File: src/rtl/positional_list_insert_delete_defines.svh
// Assertion macros used by the controller RTL of the positional list block.
// Each macro expects i_clk and i_rst_n in the scope where it is used.
`ifndef POSITIONAL_LIST_INSERT_DELETE_DEFINES_SVH
`define POSITIONAL_LIST_INSERT_DELETE_DEFINES_SVH

// Condition that must hold at every clock edge out of reset
`define PLID_ASSERT_ALWAYS(label, expr, msg) \
    label: assert property (@(posedge i_clk) disable iff (!i_rst_n) (expr)) \
        else $error(msg);

// Same-cycle implication
`define PLID_ASSERT_IMPL(label, ante, cons, msg) \
    label: assert property (@(posedge i_clk) disable iff (!i_rst_n) (ante) |-> (cons)) \
        else $error(msg);

// Next-cycle implication
`define PLID_ASSERT_NEXT(label, ante, cons, msg) \
    label: assert property (@(posedge i_clk) disable iff (!i_rst_n) (ante) |=> (cons)) \
        else $error(msg);

`endif

File: src/rtl/plid_pkg.sv
`timescale 1ns / 1ps
`default_nettype none

package plid_pkg;

    // Element width and the widest position the cell row supports (8192 cells)
    localparam int DATA_W = 32;
    localparam int POS_W  = 13;

    // Cells per first-level read-out group
    localparam int GROUP = 16;

    // Command codes carried in tuser
    typedef enum logic [1:0] {
        CMD_APPEND = 2'd0,
        CMD_INSERT = 2'd1,
        CMD_DELETE = 2'd2,
        CMD_READ   = 2'd3
    } t_cmd;

    // Result status codes
    typedef enum logic [1:0] {
        ST_OK    = 2'd0,
        ST_FULL  = 2'd1,
        ST_RANGE = 2'd2
    } t_status;

    // What every cell does in the execute cycle
    typedef enum logic [1:0] {
        CELL_HOLD   = 2'd0,
        CELL_INSERT = 2'd1,
        CELL_DELETE = 2'd2
    } t_cell_op;

    // Broadcast from the controller to the cell row
    typedef struct packed {
        t_cell_op            op;
        logic                tap;
        logic [POS_W-1:0]    pos;
        logic [DATA_W-1:0]   val;
    } t_cell_ctl;

endpackage

`default_nettype wire

File: src/rtl/plid_cell.sv
`timescale 1ns / 1ps
`default_nettype none

module plid_cell #(
    parameter int IDX = 0
) (
    input  wire                          i_clk,
    input  plid_pkg::t_cell_ctl          i_ctl,
    input  wire  [plid_pkg::DATA_W-1:0]  i_left,
    input  wire  [plid_pkg::DATA_W-1:0]  i_right,
    output logic [plid_pkg::DATA_W-1:0]  o_val,
    output logic [plid_pkg::DATA_W-1:0]  o_tap
);
    import plid_pkg::*;

    logic [DATA_W-1:0] r_val;
    logic              w_here;
    logic              w_above;

    // Position decode against this cell's fixed index
    assign w_here  = (i_ctl.pos == POS_W'(IDX));
    assign w_above = (i_ctl.pos <  POS_W'(IDX));

    // Shift up on insert, down on delete, hold otherwise
    always_ff @(posedge i_clk) begin
        case (i_ctl.op)
            CELL_INSERT: begin
                if (w_here) begin
                    r_val <= i_ctl.val;
                end else if (w_above) begin
                    r_val <= i_left;
                end
            end
            CELL_DELETE: begin
                if (w_here || w_above) begin
                    r_val <= i_right;
                end
            end
            default: begin
            end
        endcase
    end

    assign o_val = r_val;

    // Read-out tap: only the addressed cell drives its value
    assign o_tap = (i_ctl.tap && w_here) ? r_val : '0;

endmodule

`default_nettype wire

File: config.mk
export PLATFORM = sky130hd
export DESIGN_NAME = plid_cell
export DESIGN_NICKNAME = d
export VERILOG_FILES = /design/src/rtl/positional_list_insert_delete_defines.svh /design/src/rtl/plid_pkg.sv /design/src/rtl/plid_cell.sv
export SDC_FILE = /design/constraint.sdc
export NUM_CORES = 1
export LEC_CHECK = 0
export BUFFER_PORTS_ARGS = -buffer_cell sky130_fd_sc_hd__buf_2
export CAP_MARGIN = 10
export CORE_AREA = 2 2 103 55
export DETAILED_ROUTE_END_ITERATION = 12
export DIE_AREA = 0 0 105 57
export PLACE_DENSITY = 0.81
export SYNTH_ARGS = -nofsm -noshare
export SYNTH_HDL_FRONTEND = slang
export SYNTH_SLANG_ARGS = --single-unit
File: constraint.sdc
create_clock -name i_clk -period 11.8 [get_ports i_clk]
set_input_delay 1.77 -clock i_clk [delete_from_list [all_inputs] [get_ports i_clk]]
set_output_delay 1.77 -clock i_clk [all_outputs]
set_load 0.005 [all_outputs]
# Word-level counts from Yosys, hierarchy flattened
# Cells that the tools add are included.
# totals
ff_bits,32
out_inout_bits,64
wordCells,16
# classes
order_cmp,1
eq_ne,4
muxes,5
reduce_logical,5
# ops
op,n
32-bit two-way mux,4
32-bit case mux with 2 select lines,1
13-bit logical NOT,1
"13-bit by 1-bit less-than comparator with 1-bit output, second input constant",1
"3-bit != test, second input constant",1
3-bit AND reduction,1
"2-bit by 1-bit == test with 1-bit output, second input constant",1
"2-bit == test, second input constant",1
"2-bit != test, second input constant",1
2-bit nonzero test,1
1-bit logical AND,1
1-bit logical OR,1

# Logic depth before layout (Yosys ltp)
# depth
depth_word,4
mapped_depth,4

# Worst setup path after synthesis
# No wires, ideal clock.
# synth_path
path_kind,input to register
start,in i_ctl[33] in the netlist's numbering
end,"reg r_val[0], in the netlist o_val[0] (enable)"
setup_ps,501
arrival_ps,5595
required_time_ps,11299
path_slack_ps,5704
cell_stages,3
path_buffers,1
path_cell_list,or4_4 -> buf_6 -> nor4_1
# synth_between
elab_chain_len,4
# synth_rtl
element,line,text
start: declaration,plid_cell.sv:8,"input plid_pkg::t_cell_ctl i_ctl,"
13-bit by 1-bit less-than comparator with 1-bit output / 13-bit logical NOT (equally long branches),"plid_cell.sv:22, plid_cell.sv:21",
1-bit logical OR,plid_cell.sv:35,if (w_here || w_above) begin
2-bit != test (no line),-,
3-bit AND reduction (no line) (*),-,
end signal: assignment,plid_cell.sv:29,r_val <= i_ctl.val;
end signal: assignment,plid_cell.sv:31,r_val <= i_left;
end signal: assignment,plid_cell.sv:36,r_val <= i_right;
end: declaration,plid_cell.sv:16,logic [DATA_W-1:0] r_val;
# Every way passes the cells marked *; elsewhere a longest branch is shown, timed or not.
# A chain may end at the register's enable or synchronous reset.

# Worst setup path after layout
# layout_path
start,in i_ctl[39] in the netlist's numbering
end,out o_tap[21] in the netlist's numbering
# layout_between
elab_chain_len,3
# layout_rtl
element,line,text
13-bit logical NOT,plid_cell.sv:21,assign w_here = (i_ctl.pos == POS_W'(IDX));
1-bit logical AND,plid_cell.sv:47,assign o_tap = (i_ctl.tap && w_here) ? r_val : '0;
32-bit two-way mux,plid_cell.sv:47,
end: declaration,plid_cell.sv:12,output logic [plid_pkg::DATA_W-1:0] o_tap
# No other way between the ends.

==> metrics <==
IO Pins=177; Routed WL=5500 microns; Worst-path clk slew=0.07 ns; Die H=57 microns; commonest non-fill, non-tap cell in the layout=buf_2; cell family with most CP delay=simple AND/OR/NAND/NOR gates; hold_buf cts=0; Pleak=0.00117 uW; Critical Path Most Common Cell=buf_2; cell taking the most area after synthesis=edfxtp_1; layout cell share with drive strength beyond 1=75.2%; combinational share of power=14.2%; Iter 0 DRT Violations=91; post-layout util=54.2%; Die Span X=105 microns; Worst EP arrival=3.52 ns; DP Area=2730 sq um; vias in the first global route=1712; TritonCTS buffer count=5; largest net degree at the start of global routing=34; main area contributors after synthesis=edfxtp_1 48%, nor4_2 19%, mux2_2 17%; critical path type=in2out; synthesized area=2010 sq um; Max clock buf depth=2; max_slew headroom=31.6%; first-pass GRT wire length=8290 microns; CTS tree=done; Worst setup SP type=primary input; fin crit share=44.9%; # resized after CTS=0; routability congestion estimate=0.715; critical path peak fanout=33; Seq pwr share=52.5%; Sw Share=23.2%; drt via density=4.88; Yosys top cell area share=47.8%; Max Slew Vio Count=0; minimum clock period after layout=5.29 ns; Rows=19; Max Cap Viol=0; total track usage=17.8%; Worst setup EP type=output pin; Detailed Place HPWL=3780 microns; IO Port Bufs=144; ANT nets after route=0; HP Start=i_ctl[1]; status=completed; initial antenna violation count=0; Setup TNS Final=0 ns; #FFs+latches synth=32; global route overflow=0; Post-Synthesis Cells=154; clock root buffer=clkbuf_8; Hold Crit Class=in2reg; net switching power=55.5 uW; slowest stage cell, crit path=nand2_2; syn_area_per_cell=13.1 sq um; hold violation count in the final report=0; Remaining DRCs=0; drt first pass iters=4; Critical Path Start=i_ctl[39]; final setup fails=0; sequential element share of the synthesized area=47.8%; Fin Hold WS=1.79 ns; Cell Pwr Density=85.4 nW/um^2; Unique masters post-synth=16; most frequent cells in the layout=144 x buf_2, 32 x nand2_1, 32 x edfxtp_1, 31 x nor4_2, 30 x mux2_2; Final Cell Area=2810 sq um; worst path cell trace=buf_2 -> nor4_1 -> nand2_2 -> nor4_2 -> buf_2; hold path depth=2; WP data required=10.03 ns; maximum vdd drop=56.7 uV; RSZ-0062 raised after global routing=no; starting density of the core=38.8%; syn nets=267; area grow syn2layout=39.7%; routed len/inst=15.2 microns; Post-CTS Setup Inserts=0; synth warn=0; TritonCTS Sinks=32; worst-margin pin slew=1.03 ns; Crit path depth=5; clock network fraction of design power=33.3%; DR vias=1770; Internal=184 uW; Inserted Diodes=0; core area=5180 sq um; crit-path max cell delay=0.63 ns; max reg flops=32; H-tree lvl count=2; CP Buf/Inv Count=2; Max Clock Freq=189 MHz; die footprint=5990 sq um; nets@finish=402
==> routing by layer <==
metal	routed length, microns	global-route usage [%]	up-vias	share of wire, %
met4	17	3.43	0	0.31
met1	2440	23.2	821	44
met2	2480	28.9	98	45
met5	0	0	-	0
met3	558	6.63	2	10
li1	-	-	849	-
==> final timing paths <==
kind | endpoint | slack (ns)
hold / removal | o_val[1] | 1.79
setup / recovery | o_tap[21] | 6.51
==> synth_stat cells <==
library cell / count
or2_2: 1
nor3_1: 1
buf_2: 3
or4_4: 1
edfxtp_1: 32
buf_12: 3
mux2_1: 2
xnor2_1: 1
nor4_1: 4
clkbuf_1: 6
mux2_2: 30
nor2b_1: 1
nor4_2: 30
buf_1: 5
buf_6: 1
nand2_1: 33
==> through the flow <==
| stage | power [uW] | std cells | setup slack, ns |
|---|---|---|---|
| floorplan | 148 | 154 | 5.70 |
| CTS | 244 | 363 | 6.52 |
| global route | 250 | 363 | 6.40 |
| global placement | 161 | 355 | 6.59 |
| finish | 240 | 363 | 6.51 |
| detailed placement | 163 | 355 | 6.51 |
==> layout make-up <==
cell class / instances / area, sq um
Timing Repair Buffer: 146 / 736
Clock inverter: 3 / 13.8
Fill cell: 467 / 2370
Multi-Input combinational cell: 104 / 938
Sequential cell: 32 / 961
Clock buffer: 5 / 68.8
Tap cell: 73 / 91.3
==> power groups by stage <==
stage                     logic, uW  clock network, uW  registers, uW
final                          34.1               79.8            126
after global routing           37.5               87.0            126
after CTS                      34.4               83.6            126
after detailed placement       34.2                  0            128
after global placement         33.1                  0            128
after floorplan                19.6                  0            128
==> cell families after synthesis <==
kind of cell | synth area share (%)
xor gates and xnor gates | 0.436
buffers and inverters | 6.35
DFF | 47.8
and+or+nand+nor | 27.5
muxes | 17.9
Note: power is estimated with default switching activity, not from simulation.
