[src/rtl/positional_list_insert_delete_defines.svh]
// Assertion macros used by the controller RTL of the positional list block.
// Each macro expects i_clk and i_rst_n in the scope where it is used.
`ifndef POSITIONAL_LIST_INSERT_DELETE_DEFINES_SVH
`define POSITIONAL_LIST_INSERT_DELETE_DEFINES_SVH

// Condition that must hold at every clock edge out of reset
`define PLID_ASSERT_ALWAYS(label, expr, msg) \
    label: assert property (@(posedge i_clk) disable iff (!i_rst_n) (expr)) \
        else $error(msg);

// Same-cycle implication
`define PLID_ASSERT_IMPL(label, ante, cons, msg) \
    label: assert property (@(posedge i_clk) disable iff (!i_rst_n) (ante) |-> (cons)) \
        else $error(msg);

// Next-cycle implication
`define PLID_ASSERT_NEXT(label, ante, cons, msg) \
    label: assert property (@(posedge i_clk) disable iff (!i_rst_n) (ante) |=> (cons)) \
        else $error(msg);

`endif

[src/rtl/plid_pkg.sv]
`timescale 1ns / 1ps
`default_nettype none

package plid_pkg;

    // Element width and the widest position the cell row supports (8192 cells)
    localparam int DATA_W = 32;
    localparam int POS_W  = 13;

    // Cells per first-level read-out group
    localparam int GROUP = 16;

    // Command codes carried in tuser
    typedef enum logic [1:0] {
        CMD_APPEND = 2'd0,
        CMD_INSERT = 2'd1,
        CMD_DELETE = 2'd2,
        CMD_READ   = 2'd3
    } t_cmd;

    // Result status codes
    typedef enum logic [1:0] {
        ST_OK    = 2'd0,
        ST_FULL  = 2'd1,
        ST_RANGE = 2'd2
    } t_status;

    // What every cell does in the execute cycle
    typedef enum logic [1:0] {
        CELL_HOLD   = 2'd0,
        CELL_INSERT = 2'd1,
        CELL_DELETE = 2'd2
    } t_cell_op;

    // Broadcast from the controller to the cell row
    typedef struct packed {
        t_cell_op            op;
        logic                tap;
        logic [POS_W-1:0]    pos;
        logic [DATA_W-1:0]   val;
    } t_cell_ctl;

endpackage

`default_nettype wire

[src/rtl/plid_ctrl.sv]
`timescale 1ns / 1ps
`default_nettype none

`include "positional_list_insert_delete_defines.svh"

module plid_ctrl #(
    parameter int CAPACITY = 256,
    parameter int CW       = 9
) (
    input  wire                          i_clk,
    input  wire                          i_rst_n,
    // command side
    input  wire                          i_in_valid,
    output logic                         o_in_ready,
    input  plid_pkg::t_cmd               i_cmd,
    input  wire  [CW-1:0]                i_pos,
    input  wire  [plid_pkg::DATA_W-1:0]  i_val,
    // cell row
    output plid_pkg::t_cell_ctl          o_ctl,
    input  wire  [plid_pkg::DATA_W-1:0]  i_tap,
    // result side
    output logic                         o_out_valid,
    input  wire                          i_out_ready,
    output logic [plid_pkg::DATA_W-1:0]  o_value,
    output logic [CW-1:0]                o_count,
    output plid_pkg::t_status            o_status
);
    import plid_pkg::*;

    typedef enum logic [1:0] {
        S_IDLE,
        S_EXEC,
        S_GATHER
    } t_state;

    t_state             r_state;
    logic [CW-1:0]      r_count;
    t_cell_op           r_op;
    logic               r_tap;
    logic [POS_W-1:0]   r_pos;
    logic [DATA_W-1:0]  r_val;
    t_status            r_status;
    logic               r_out_valid;
    logic [DATA_W-1:0]  r_value;
    logic [CW-1:0]      r_out_count;
    t_status            r_out_status;

    logic               w_full;
    logic               w_accept;
    logic               w_out_free;
    t_status            n_status;
    t_cell_op           n_op;
    logic               n_tap;
    logic [CW-1:0]      n_pos;

    assign w_full     = (r_count == CW'(CAPACITY));
    assign o_in_ready = (r_state == S_IDLE);
    assign w_accept   = i_in_valid && o_in_ready;
    assign w_out_free = !r_out_valid || i_out_ready;

    // Command check against the current count
    always_comb begin
        n_status = ST_OK;
        n_op     = CELL_HOLD;
        n_tap    = 1'b0;
        n_pos    = i_pos;
        unique case (i_cmd)
            CMD_APPEND: begin
                n_pos = r_count;
                if (w_full) begin
                    n_status = ST_FULL;
                end else begin
                    n_op = CELL_INSERT;
                end
            end
            CMD_INSERT: begin
                if (w_full) begin
                    n_status = ST_FULL;
                end else if (i_pos > r_count) begin
                    n_status = ST_RANGE;
                end else begin
                    n_op = CELL_INSERT;
                end
            end
            CMD_DELETE, CMD_READ: begin
                if (i_pos >= r_count) begin
                    n_status = ST_RANGE;
                end else begin
                    n_tap = 1'b1;
                    if (i_cmd == CMD_DELETE) begin
                        n_op = CELL_DELETE;
                    end
                end
            end
            default: begin
            end
        endcase
    end

    // Sequencer, element count and result register
    always_ff @(posedge i_clk) begin
        if (!i_rst_n) begin
            r_state     <= S_IDLE;
            r_count     <= '0;
            r_op        <= CELL_HOLD;
            r_tap       <= 1'b0;
            r_out_valid <= 1'b0;
        end else begin
            // gather reloads the result register itself
            if (r_out_valid && i_out_ready && (r_state != S_GATHER)) begin
                r_out_valid <= 1'b0;
            end
            unique case (r_state)
                S_IDLE: begin
                    if (w_accept) begin
                        r_op     <= n_op;
                        r_tap    <= n_tap;
                        r_pos    <= POS_W'(n_pos);
                        r_val    <= i_val;
                        r_status <= n_status;
                        r_state  <= S_EXEC;
                    end
                end
                S_EXEC: begin
                    case (r_op)
                        CELL_INSERT: r_count <= r_count + CW'(1);
                        CELL_DELETE: r_count <= r_count - CW'(1);
                        default: begin
                        end
                    endcase
                    r_state <= S_GATHER;
                end
                S_GATHER: begin
                    if (w_out_free) begin
                        r_out_valid  <= 1'b1;
                        r_value      <= r_tap ? i_tap : '0;
                        r_out_count  <= r_count;
                        r_out_status <= r_status;
                        r_state      <= S_IDLE;
                    end
                end
                default: begin
                    r_state <= S_IDLE;
                end
            endcase
        end
    end

    // Broadcast is live only in the execute cycle
    always_comb begin
        o_ctl.op  = (r_state == S_EXEC) ? r_op  : CELL_HOLD;
        o_ctl.tap = (r_state == S_EXEC) ? r_tap : 1'b0;
        o_ctl.pos = r_pos;
        o_ctl.val = r_val;
    end

    assign o_out_valid = r_out_valid;
    assign o_value     = r_value;
    assign o_count     = r_out_count;
    assign o_status    = r_out_status;

    `PLID_ASSERT_ALWAYS(a_count_bound, r_count <= CW'(CAPACITY), "count beyond capacity")
    `PLID_ASSERT_IMPL(a_err_zero, r_out_valid && (r_out_status != ST_OK), r_value == '0, "error result carries data")
    `PLID_ASSERT_IMPL(a_full_count, r_out_valid && (r_out_status == ST_FULL), r_out_count == CW'(CAPACITY), "full status below capacity")
    `PLID_ASSERT_NEXT(a_ins_count, (r_state == S_EXEC) && (r_op == CELL_INSERT), r_count == $past(r_count) + CW'(1), "insert did not bump count")

endmodule

`default_nettype wire

[config.mk]
export PLATFORM = sky130hd
export DESIGN_NAME = plid_ctrl
export DESIGN_NICKNAME = d
export VERILOG_FILES = /design/src/rtl/plid_pkg.sv /design/src/rtl/plid_ctrl.sv
export VERILOG_INCLUDE_DIRS = /design/src /design/src/rtl
export SDC_FILE = /design/constraint.sdc
export NUM_CORES = 1
export LEC_CHECK = 0
export BUFFER_PORTS_ARGS = -buffer_cell sky130_fd_sc_hd__buf_4
export CAP_MARGIN = 20
export CELL_PAD_IN_SITES_DETAIL_PLACEMENT = 0
export CELL_PAD_IN_SITES_GLOBAL_PLACEMENT = 1
export CORE_MARGIN = 1
export CORE_UTILIZATION = 34
export DETAILED_ROUTE_END_ITERATION = 10
export GPL_TIMING_DRIVEN = 0
export MAX_ROUTING_LAYER = met4
export PLACE_DENSITY = 0.72
export SKIP_LAST_GASP = 1
export SYNTH_ARGS = -nofsm -noshare
export SYNTH_HDL_FRONTEND = slang
export SYNTH_SLANG_ARGS = --single-unit
[constraint.sdc]
create_clock -name i_clk -period 2.1 [get_ports i_clk]
set_input_delay 0.315 -clock i_clk [delete_from_list [all_inputs] [get_ports i_clk]]
set_output_delay 0.315 -clock i_clk [all_outputs]
set_load 0.05 [all_outputs]
=== Word level (Yosys, flattened, before mapping) ===
Cells that the tools add are included.

* Bits of input ports: 79
* Bits in registers: 101
* RAM bits: 0
* Output and inout bits: 93
* Memories: 0
* Bits in read-only memories: 0
* Latch bits: 0

* Divide/modulo/power cells: 0
* $lt $le $gt $ge: 2
* Bitwise gates (word level): 0
* Multipliers: 0
* Reduce and logical (&&, ||, !) cells: 14
* $add $sub $neg: 2
* Multiplexer cells: 23
* Eq/ne operators: 11
* Shift-type cells: 0

{| class="wikitable"
|+ Operators with widths
! kind !! count
|-
| $pmux W2 S3 || 3
|-
| $pmux W9 S2 || 1
|-
| $mux W2 || 8
|-
| $mux W1 || 10
|-
| $add A9 B1 Y9 const B || 1
|-
| $eq A9 B9 Y1 const B || 1
|-
| $ge A9 B9 Y1 || 1
|-
| $gt A9 B9 Y1 || 1
|-
| $mux W9 || 1
|-
| $sub A9 B1 Y9 const B || 1
|-
| $eq A2 B2 Y1 const B || 4
|-
| $eq A2 B1 Y1 const B || 3
|-
| $reduce_and A2 Y1 || 3
|-
| $reduce_and A3 Y1 || 2
|-
| $logic_not A2 Y1 || 2
|-
| $ne A2 B2 Y1 const B || 2
|-
| $logic_and A1 B1 Y1 || 3
|-
| $ne A2 B1 Y1 const B || 1
|-
| $reduce_bool A2 Y1 || 1
|-
| $reduce_or A2 Y1 || 1
|-
| $logic_not A1 Y1 || 1
|-
| $logic_or A1 B1 Y1 || 1
|}

=== Depth between registers and ports, before layout ===
Gate-level depths: netlist (run 1).

* Depth in word-level cells: 5
* Depth in mapped cells: 8
* Mapped depth without buffers: 8

=== Worst setup path before layout (run 1) ===
OpenSTA, ideal clock, no wires.

* Kind: flip-flop to flip-flop
* Start point: register r_state[1]
* End point: register r_op[0]
* Setup time: 61 ps
* Cell stages (with the launch flop): 5
* Path buffers: 0
* Required time: 2,039 ps
* Clock period less this slack: 2,757 ps
* Data arrival time: 2,696 ps
* Slack: -657 ps
* Cell sequence: dfxtp_1 > nor2_1 > and3_1 > and3b_1 > a32o_1

* Cells in the longest elaborated chain, start to end: 3

{| class="wikitable"
|+ RTL lines
! what !! line !! RTL
|-
| start, declared || plid_ctrl.sv:36 || <nowiki>t_state r_state;</nowiki>
|-
| start signal, assigned || plid_ctrl.sv:103 || <nowiki>r_state <= S_IDLE;</nowiki>
|-
| start signal, assigned || plid_ctrl.sv:121 || <nowiki>r_state <= S_EXEC;</nowiki>
|-
| start signal, assigned || plid_ctrl.sv:131 || <nowiki>r_state <= S_GATHER;</nowiki>
|-
| $logic_not A2 Y1 * || plid_ctrl.sv:57 || <nowiki>assign o_in_ready = (r_state == S_IDLE);</nowiki>
|-
| net o_in_ready || plid_ctrl.sv:14 || <nowiki>output logic o_in_ready,</nowiki>
|-
| $logic_and A1 B1 Y1 || plid_ctrl.sv:58 || <nowiki>assign w_accept = i_in_valid && o_in_ready;</nowiki>
|-
| $reduce_and A2 Y1 (no line) * || -- ||
|-
| end signal, assigned || plid_ctrl.sv:116 || <nowiki>r_op <= n_op;</nowiki>
|-
| end, declared || plid_ctrl.sv:38 || <nowiki>t_cell_op r_op;</nowiki>
|}

The timed path passes the listed nets; every way through them passes the cells marked *.
A chain may end at the register's enable or synchronous reset.

=== Worst setup path after layout (run 1) ===
* Start point: register r_op[0]
* End point: register r_count[8]

* Cells in the longest elaborated chain, start to end: 3
* Elaborated cells on any way between the ends: 5
* Those cells by class: 2 x eq/ne; 1 x mux; 2 x reduce/logical

{| class="wikitable"
|+ RTL lines
! what !! line !! RTL
|-
| $eq A2 B2 Y1 or $eq A2 B1 Y1 (tied branches) || plid_ctrl.sv:125 || <nowiki>case (r_op)</nowiki>
|-
| $reduce_bool A2 Y1 (no line) || -- ||
|-
| $reduce_and A2 Y1 (no line) || -- ||
|-
| end signal, assigned || plid_ctrl.sv:126 || <nowiki>CELL_INSERT: r_count <= r_count + CW'(1);</nowiki>
|-
| end signal, assigned || plid_ctrl.sv:127 || <nowiki>CELL_DELETE: r_count <= r_count - CW'(1);</nowiki>
|-
| end, declared || plid_ctrl.sv:37 || <nowiki>logic [CW-1:0] r_count;</nowiki>
|}

Several ways; a longest one is shown, not always the timed one.

==> results of run 1 <==
-- report_power, final --
group          internal (mW)  total (mW)  switching (mW)
clock network           1.04        1.76           0.725
logic                  0.211       0.532           0.321
registers               2.24        2.26          0.0221
total                   3.49        4.55            1.07
-- registers in the layout (all words and copies together) (netlist names) --
register	cells
r_tap	1
r_pos	9
o_status	2
r_count	9
r_val	32
r_op	2
o_value	32
r_status	2
o_count	9
r_state	2
o_out_valid	1
-- cells by family (layout without fill, tap and decap cells) --
group,after synthesis,count (layout),share of synthesized area (%)
flip-flops,101,101,69.1
buffers and inverters,23,211,2.64
adder cells (fa/ha/maj),18,18,5.58
AND/OR/NAND/NOR,91,91,12.8
XOR/XNOR,2,2,0.420
multiplexers,8,8,2.16
AO/OA/AOI/OAI,44,44,7.23
other,1,4,0.0899
-- synthesized netlist by cell type, types with 3 or more instances --
library cell,number
a21oi_1,8
and2_1,37
and3_1,5
buf_4,4
clkbuf_1,5
dfxtp_1,15
edfxtp_1,86
ha_1,17
inv_1,12
mux2_2,8
nand2_1,14
nand4_1,5
nor2_1,8
nor3b_1,3
o211ai_1,6
o21a_1,3
o21ai_0,5
o21ai_1,4
-- repair_timing --
item	CTS	global route
pin swaps	6	1
setup endpoints to repair	1	3
resized for setup	4	4
buffers inserted	4	0
-- stage by stage --
stage | total power, mW | util (%) | TNS [ns]
3_5_place_dp | 2.83 | 47.2 | -10.20
5_1_grt | 4.70 | 50.5 | -0.0425
2_1_floorplan | 2.60 | - | 0
6_report | 4.55 | 50.5 | 0
3_3_place_gp | 2.82 | 47.2 | -7.67
4_1_cts | 4.60 | 50.2 | 0
-- path summary, 6_finish.rpt --
kind / from / endpoint / slack, ns / depth (start not counted)
max: r_op[0] / r_count[8] / 0.03 / 8
min: i_val[4] / r_val[4] / 0.14 / 1
max reg2reg: r_op[0] / r_count[8] / 0.03 / 8
min reg2reg: r_status[1] / o_status[1] / 0.43 / 0
-- area by class of cell --
class	instances	area (sq um)	area share [%]
clock inverters	7	88.8	1.47
inverters	12	45.0	0.746
multi-input cells	167	1240	20.6
clock buffers	9	225	3.73
flip-flops and latches	101	2890	47.8
repair buffers	172	1300	21.6
well taps	147	184	3.05
plain buffers	11	65.1	1.08
-- metal layers --
metal / GRT usage [%] / wire [microns] / vias to the layer above
met4: 6.40 / 158 / 0
met2: 26.0 / 4740 / 124
li1: - / - / 1445
met1: 19.5 / 4170 / 1350
met3: 3.70 / 710 / 12
met5: - / 0 / -
-- worst reg2reg max path: cells and delay by family (launching register included) --
family | cells | cell delay, ns
buffers and inverters | 1 | 0.05
flip-flops | 1 | 0.35
AND/OR/NAND/NOR | 1 | 0.15
adder cells (fa/ha/maj) | 2 | 0.59
AO/OA/AOI/OAI | 4 | 0.83
==> qor.txt, run 1 <==
Final hold slack = 0.143 ns
CTS H-Tree Depth = 3
Area leader, netlist = edfxtp_1
Largest net degree at the start of global routing = 46
DRC = 1
CTS root buf = clkbuf_16
Clock Skews = 0.00673 ns
Total global-route track usage = 16.1%
Syn Area/Cell = 14.5 sq um
Slowest stage delay, CP = 0.40 ns
First drt pass iteration count = 7
Critical path's slowest cell = fa_2
Slew Limit Fails = 0
Vias/cell = 4.68
Diodes inserted = 0
Hpwl dp = 7140 microns
Port bufs = 167
Dpl cell area = 5650 sq um
Max cap viols = 0
Top delay family on crit path = compound AO/OA/AOI/OAI gates
Crit Path Class = reg -> reg
Initial Util = 34.9%
Post-synth EDFFs = 86
Antenna-violating nets left = 0
Setup violations, final = 0
Failing checks = design-rule violations
Hold-fix buffers, CTS = 0
Grt ovf = 0
LEAKAGE = 2.41 nW
DR vias = 2931
Slew HR = 32.8%
Die H = 113 microns
F_max = 484 MHz
Outcome = finished, violations left
Synth warnings = 0
Power Density = 754 nW/um^2
Layout cells sized above 1 = 44.3%
Worst setup margin = 0.0335 ns
Type of destination of the critical path = flop
Top_reg_cell synth = edfxtp_1
TritonCTS clock tree = yes
Place WS = -0.236 ns
Sequential area share after synthesis = 69.1%
Final non-filler cell total = 626
Routed length per instance = 15.6 microns
CP bufs+invs = 1
Placed Cells = 605
Num ports = 172
FP Rows = 40
Async S/R FF share, synth = 0%
Worst EP required = 2.34 ns
Clock sinks = 101
Clock-pin slew on the worst setup and hold paths = 0.07 ns
Max Root-Sink Buffers = 2
GP Congestion = 0.794
RSZ-0062 raised after global routing = yes
FF+latch count, synth = 101
P&R area growth vs syn = 44.8%
Cells after Synth = 288
Crit path max fanout = 6
Hold crit path type = in -> reg
Antenna violations before repair = 0
CP cell instances = inv_2, ha_4, fa_2, a211oi_4, o211ai_1, a211o_1, and3_1, o21a_1
Worst VDD drop = 351 uV
Leading post-synthesis cells by cell area = edfxtp_1 (62%), dfxtp_1 (7.2%), and2_1 (5.6%)
Chip Width = 113 microns
First-pass GRT wire length = 15000 microns
# fillers = 1036
CTS Buf Count = 9
Worst Max-Slew Pin Slew = 1.01 ns
Nets = 571
Clock latency on the worst-skew pair = 0.34 ns
Final Hold Viols = 0
Core footprint = 12000 sq um
Vias in the first global route = 2794
Initial drt markers = 230
CP startpoint kind = flop
Fin area = 6040 sq um
Commonest non-fill, non-tap cell in the layout = buf_4
Mapped Area = 4170 sq um
Most frequent cells in the layout = buf_4 (175), edfxtp_1 (86), and2_1 (37)
Final worst path period need = 2.07 ns
Worst EP arrival = 2.31 ns
Final WL = 9780 microns
Final worst-path cycle share = 98.4%
Top-area cell type share of the netlist area = 61.9%
Die area = 12700 sq um
Distinct cells, synth = 48
Power figures use the tool's default switching activity.
==> run 2: changes to the inputs <==
RECOVER_POWER = 25   (was not set)
REMOVE_ABC_BUFFERS = 1   (was not set)
==> qor.txt, run 2 (synthesis results as in run 1) <==
Slew Limit Fails = 0
Initial Util = 34.9%
Hpwl dp = 7100 microns
Commonest non-fill, non-tap cell in the layout = buf_4
Worst EP arrival = 2.42 ns
Port bufs = 167
Outcome = finished, violations left
Fin area = 6050 sq um
Crit path max fanout = 7
Clock Skews = 0.00314 ns
Max Root-Sink Buffers = 2
Most frequent cells in the layout = buf_4 (141), edfxtp_1 (86), and2_1 (33)
Clock-pin slew on the worst setup and hold paths = 0.07 ns
RSZ-0062 raised after global routing = yes
CTS root buf = clkbuf_16
Die area = 12700 sq um
Clock sinks = 101
Num ports = 172
Final worst-path cycle share = 104%
Diodes inserted = 0
Routed length per instance = 15.7 microns
Antenna-violating nets left = 0
Vias/cell = 4.73
Place WS = -0.451 ns
Nets = 564
Power Density = 790 nW/um^2
Vias in the first global route = 2799
Layout cells sized above 1 = 44.3%
DR vias = 2926
Largest net degree at the start of global routing = 43
Crit Path Class = reg -> reg
Total global-route track usage = 15.7%
Max cap viols = 0
F_max = 458 MHz
Slew HR = 39.4%
CTS H-Tree Depth = 3
Worst VDD drop = 375 uV
P&R area growth vs syn = 45.0%
First drt pass iteration count = 4
First-pass GRT wire length = 14700 microns
DRC = 0
Failing checks = negative setup slack
Die H = 113 microns
Worst Max-Slew Pin Slew = 0.908 ns
Setup TNS = -0.0843 ns
Final WL = 9700 microns
Final worst path period need = 2.18 ns
Worst setup margin = -0.0843 ns
# fillers = 1058
Worst EP required = 2.34 ns
CTS Buf Count = 9
GP Congestion = 0.766
Final non-filler cell total = 619
Chip Width = 113 microns
Placed Cells = 597
LEAKAGE = 2.39 nW
Final hold slack = 0.170 ns
Hold crit path type = in -> reg
Setup violations, final = 1
CP startpoint kind = flop
Final Hold Viols = 0
Dpl cell area = 5600 sq um
FP Rows = 40
Type of destination of the critical path = flop
Antenna violations before repair = 0
TritonCTS clock tree = yes
Clock latency on the worst-skew pair = 0.34 ns
Grt ovf = 0
Core footprint = 12000 sq um
Initial drt markers = 164
==> run 2: cell count changes in the layout (fill, tap and decap cells not counted), moves of 2 or more <==
| cell | previous run | this run |
|---|---|---|
| buf_4 | 175 | 141 |
| and2_0 | 0 | 4 |
| clkbuf_1 | 5 | 2 |
| bufinv_16 | 2 | 4 |
| clkinv_1 | 3 | 1 |
| clkbuf_4 | 0 | 31 |
| and2_1 | 37 | 33 |
==> run 2: worst paths after layout <==
| path | slack [ns] | startpoint | cells past startpoint | endpoint |
|---|---|---|---|---|
| max | -0.08 | r_op[0] | 8 | r_count[8] |
| max reg2reg | -0.08 | r_op[0] | 8 | r_count[8] |
| min | 0.17 | i_val[15] | 1 | r_val[15] |
| min reg2reg | 0.42 | r_status[1] | 0 | o_status[1] |
==> run 2: stage by stage <==
step | util (%) | power, mW
2_1_floorplan | - | 2.59
3_3_place_gp | 46.4 | 2.81
3_5_place_dp | 46.8 | 2.82
4_1_cts | 50.4 | 4.82
5_1_grt | 50.6 | 4.92
6_report | 50.6 | 4.78
==> run 2: timing repair <==
action                                  in CTS  in global routing
buffers inserted                             4                  2
endpoints found under the setup margin       2                  2
hold endpoints to repair                     0                  0
hold buffers                                 0                  0
resized for setup                            7                  4
pin swaps                                    4                  5
==> run 2: worst max-delay path, cell delays in order, from the launching register on <==
cell,delay (ns)
dfxtp_2,0.36
inv_2,0.05
ha_4,0.19
fa_2,0.35
a211oi_2,0.30
o211ai_1,0.15
a211o_1,0.33
and3_4,0.18
o21a_1,0.15
==> run 2: report_power, final <==
group          internal [mW]  total (mW)  switching (mW)  leakage, nW
clock network           1.29        2.00           0.714        0.175
registers               2.23        2.26          0.0246        0.872
logic                  0.203       0.517           0.314         1.34
total                   3.72        4.78            1.05         2.39
==> run 2: final cells by class <==
type	count	area, sq um	area share, %
flip-flops and latches	101	2880	47.7
repair buffers	176	1340	22.2
multi-input cells	167	1230	20.4
clock buffers	10	229	3.79
well taps	147	184	3.04
clock inverters	6	133	2.19
inverters	12	45.0	0.745
==> run 2: layer usage <==
metal	global-route usage [%]	part of all wire (%)	up-vias
li1	-	-	1426
met3	4.02	7.8	12
met2	26.0	50	123
met5	-	0	-
met4	6.76	2.0	0
met1	18.3	40	1365
